===== config.mk =====
export PLATFORM = sky130hd
export DESIGN_NAME = ssf_div
export DESIGN_NICKNAME = d
export VERILOG_FILES = /design/src/rtl/core/sieve_spf_factorizer_top_macros.svh /design/src/rtl/core/ssf_pkg.sv /design/src/rtl/core/ssf_div.sv
export SDC_FILE = /design/constraint.sdc
export NUM_CORES = 1
export LEC_CHECK = 0
export ABC_AREA = 0
export CAP_MARGIN = 20
export CORE_ASPECT_RATIO = 1.25
export CORE_MARGIN = 2
export CORE_UTILIZATION = 65
export DETAILED_ROUTE_END_ITERATION = 7
export DONT_BUFFER_PORTS = 1
export PLACE_DENSITY_LB_ADDON = 0.15
export SLEW_MARGIN = 20
export SYNTH_ARGS = -nofsm -noshare
export SYNTH_HDL_FRONTEND = slang
export SYNTH_SLANG_ARGS = --single-unit

===== constraint.sdc =====
create_clock -name clk -period 4.73 [get_ports clk]
set_input_delay 0.473 -clock clk [delete_from_list [all_inputs] [get_ports clk]]
set_output_delay 0.473 -clock clk [all_outputs]
set_load 0.05 [all_outputs]

===== src/rtl/core/sieve_spf_factorizer_top_macros.svh =====
`ifndef SIEVE_SPF_FACTORIZER_TOP_MACROS_SVH
`define SIEVE_SPF_FACTORIZER_TOP_MACROS_SVH

// Same-cycle implication check, disabled while reset is asserted.
`define SSF_ASSERT_IMP(lbl, clk, rst_n, ante, cons) \
  lbl: assert property (@(posedge clk) disable iff (!rst_n) (ante) |-> (cons)) \
    else $error("same-cycle implication check failed");

// Next-cycle implication check, disabled while reset is asserted.
`define SSF_ASSERT_NXT(lbl, clk, rst_n, ante, cons) \
  lbl: assert property (@(posedge clk) disable iff (!rst_n) (ante) |=> (cons)) \
    else $error("next-cycle implication check failed");

`endif


===== src/rtl/core/ssf_pkg.sv =====
package ssf_pkg;

  localparam int VAL_W     = 16;
  localparam int CNT_W     = VAL_W + 1;
  localparam int EXP_W     = 5;
  localparam int ST_W      = 2;
  localparam int MAX_RES   = 6;
  localparam int K_W       = 3;
  localparam int DIV_CNT_W = $clog2(VAL_W);

  localparam logic OP_BUILD = 1'b0;

  localparam logic [ST_W-1:0] ST_FACTOR = 2'd0;
  localparam logic [ST_W-1:0] ST_EMPTY  = 2'd1;
  localparam logic [ST_W-1:0] ST_DONE   = 2'd2;
  localparam logic [ST_W-1:0] ST_ERROR  = 2'd3;

  typedef struct packed {
    logic             start;
    logic [VAL_W-1:0] dividend;
    logic [VAL_W-1:0] divisor;
  } div_req_t;

  typedef struct packed {
    logic             done;
    logic [VAL_W-1:0] quotient;
  } div_rsp_t;

endpackage


===== src/rtl/core/ssf_div.sv =====
module ssf_div (
  input  logic              clk,
  input  logic              rst_n,
  input  ssf_pkg::div_req_t req,
  output ssf_pkg::div_rsp_t rsp
);

  logic                            run_r;
  logic                            done_r;
  logic [ssf_pkg::DIV_CNT_W-1:0]   cnt_r;
  logic [ssf_pkg::VAL_W-1:0]       rem_r;
  logic [ssf_pkg::VAL_W-1:0]       quo_r;
  logic [ssf_pkg::VAL_W-1:0]       dvs_r;
  logic [ssf_pkg::VAL_W:0]         shift_w;
  logic [ssf_pkg::VAL_W:0]         diff_w;
  logic                            ge_w;
  logic [ssf_pkg::VAL_W-1:0]       rem_nxt;
  logic [ssf_pkg::VAL_W-1:0]       quo_nxt;

  // Restoring division, one quotient bit per cycle. The remainder stays below
  // the divisor, so it always fits in the dividend width.
  assign shift_w = {rem_r, quo_r[ssf_pkg::VAL_W-1]};
  assign ge_w    = shift_w >= {1'b0, dvs_r};
  assign diff_w  = shift_w - {1'b0, dvs_r};
  assign rem_nxt = ge_w ? diff_w[ssf_pkg::VAL_W-1:0] : shift_w[ssf_pkg::VAL_W-1:0];
  assign quo_nxt = {quo_r[ssf_pkg::VAL_W-2:0], ge_w};

  always_ff @(posedge clk) begin
    if (!rst_n) begin
      run_r  <= 1'b0;
      done_r <= 1'b0;
      cnt_r  <= '0;
    end else begin
      done_r <= 1'b0;
      if (req.start) begin
        run_r <= 1'b1;
        cnt_r <= '0;
      end else if (run_r) begin
        cnt_r <= cnt_r + ssf_pkg::DIV_CNT_W'(1);
        if (cnt_r == ssf_pkg::DIV_CNT_W'(ssf_pkg::VAL_W - 1)) begin
          run_r  <= 1'b0;
          done_r <= 1'b1;
        end
      end
    end
  end

  always_ff @(posedge clk) begin
    if (req.start) begin
      rem_r <= '0;
      quo_r <= req.dividend;
      dvs_r <= req.divisor;
    end else if (run_r) begin
      rem_r <= rem_nxt;
      quo_r <= quo_nxt;
    end
  end

  assign rsp.done     = done_r;
  assign rsp.quotient = quo_r;

endmodule


==> reports/qor.yml <==
max-clock-path-buffers: 2
dr.pass1.iters: 4
pin_count: 52
synth_nets: 356
insertion_delay_ns: 0.31
end_kind: "flip-flop"
ys_ff_latch: 54
cap_violations: 0
die_area_sq_mm: 0.00539
crit_fanout: 26
rows: 28
grt_pass1_wl_mm: 10.0
slowest_stage: "edfxtp_1"
die_w_um: 66.1
synth_edf_count: 32
start_util: 0.667
peakVddDrop_mv: 0.216
min_period_ns: 3.00
status: "completed"
overflow: 0
cp.required_ns: 4.97
cts_resized: 0
slew_violations: 0
clk_pin_slew_ns: 0.11
die_y_um: 81.6
antenna_cells: 0
max_freq_mhz: 334
hold_buffers: 0
seq_area_frac_synth: 0.448
finalHoldViolations: 0
finalSetupViolations: 0
netlist_area_sq_mm: 0.00313
drtAntennaViolNets: 0
powerDensity_mw_per_mm2: 334
total_power_w: 0.00109
numPortBuffers: 0
hpwl_mm: 4.15
grt_pass1_vias: 2239
worst-slew-pin-transition_ns: 0.889
layout_commonest_cell: "edfxtp_1"
syn2layout_area_growth_pct: 4.60
path_cells: "inv_1 -> ha_1 -> nand2b_1 -> a21oi_2 -> o21ai_4 -> a31oi_4 -> mux2_2 -> a211oi_1"
routedWlPerCell_um: 16.4
max-slew-margin-rel: 0.406
htreeDepth: 2
fin_skew_ns: 0.00687
r2r_start: "quo_r[15]"
path_class: "reg2reg"
numCtsBuffers: 5
avgSynthCellArea_sq_um: 10.3
cts_tree: "built"
antenna_found_initial: 0
finalInstanceArea_sq_mm: 0.00327
arrival_ns: 3.23
cts_root_buf: "clkbuf_8"
grt_usage: 0.240
worstHoldStart: "req[32]"
fin_util: 0.697
final_cell_mix: "32 x edfxtp_1, 28 x nor2_1, 25 x inv_1, 22 x dfxtp_1"
startpoint: "quo_r[15]"
routed-via-count: 2236
drive_above_1_share: 0.123
holdWs_ns: 0.228
fin_nets: 354
post_cts_buffers: 0
finalSetupTns_ns: 0
critPathMaxStageDelay_ns: 0.66
drt_iter0_markers: 179
synth_cells: 303
coreArea_sq_mm: 0.00469
grt_max_degree: 48
synth_warnings: 0
drc: 0
ys_types: 56
placed_area_sq_mm: 0.00316
wl_mm: 5.94
cts_sinks: 54
synthArstFlopShare: 0
via_per_inst: 6.18
ys_dominant_reg_cell: "edfxtp_1"
hp-class: "in2reg"
period_share: 0.634
num-fill-cells: 380
p_leak_nw: 1.24
gp_congestion: 0.933
rsz0062_at_grt: "no"
start_kind: "flip-flop"
## layer usage
| layer | share of wire | GRT usage | up-vias |
|---|---|---|---|
| li1 | - | - | 1113 |
| met1 | 0.43 | 0.291 | 1035 |
| met3 | 0.083 | 0.0671 | 4 |
| met4 | 0.0091 | 0.0714 | 0 |
| met5 | 0 | 0 | - |
| met2 | 0.48 | 0.415 | 84 |
## synth_stat cells, drive strengths merged (2+ instances only)
master / instances / area, sq um
edfxtp: 32 / 961
nor2: 28 / 105
inv: 25 / 93.8
dfxtp: 22 / 440
ha: 17 / 213
mux2: 17 / 191
nand2: 17 / 66.3
a21oi: 15 / 90.1
nor3: 12 / 60.1
o21ai: 12 / 71.3
a211oi: 9 / 72.6
mux2i: 9 / 90.1
nand2b: 8 / 50.1
nand3: 7 / 35.0
xnor2: 6 / 52.6
buf: 5 / 31.3
clkbuf: 5 / 18.8
nand4: 5 / 37.5
o211ai: 5 / 37.5
o21a: 5 / 37.5
nor2b: 4 / 25.0
and3: 3 / 18.8
o221ai: 3 / 26.3
o22ai: 3 / 18.8
xor2: 3 / 26.3
a21o: 2 / 15.0
a311o: 2 / 20.0
a311oi: 2 / 17.5
nor3b: 2 / 15.0
o31ai: 2 / 15.0
or3: 2 / 17.5
## worst max-delay path, delay by kind of cell (launching register included)
kind,cells,cell delay (ns)
simple gates,1,0.18
mux,1,0.41
compound gates,4,1.29
buf+inv,1,0.12
fa+ha+maj,1,0.24
flops,1,0.66
## cell families after synthesis
family,count (synthesis),share of synthesized area
fa+ha+maj,18,0.0744
buf+inv,35,0.0460
flops,54,0.448
xor+xnor,9,0.0252
mux,26,0.0900
simple gates,93,0.150
compound gates,68,0.167
## power breakdown
part           switching (W)  internal (W)
sequential         0.0000708      0.000537
clock               0.000165      0.000140
combinational       0.000102     0.0000788
## flip-flops by register name, indices dropped and copies added (netlist names)
name    cells
cnt_r       4
run_r       1
quo_r      16
dvs_r      16
done_r      1
rem_r      16
## through the flow
stage	instances	worst slack (ns)
after detailed placement	354	1.75
after CTS	362	1.73
after floorplan	303	1.99
after global placement	354	1.83
after global routing	362	1.54
final	362	1.73
## path summary, 6_finish.rpt
kind,endpoint,slack [ns],cells after the start
setup / recovery,rem_r[0],1.73,8
setup reg to reg,rem_r[0],1.73,8
hold reg to reg,done_r,0.50,2
hold / removal,rem_r[2],0.23,1
## layout make-up
cell class / count / area (sq um) / area share
clock inverter: 2 / 17.5 / 0.00535
clock buffer: 6 / 93.8 / 0.0287
sequential: 54 / 1400 / 0.428
tap: 60 / 75.1 / 0.0229
inverter: 25 / 93.8 / 0.0287
timing repair buffer: 1 / 7.51 / 0.00229
multi-input combinational: 214 / 1580 / 0.484
Note: power is estimated with default switching activity, not from simulation.
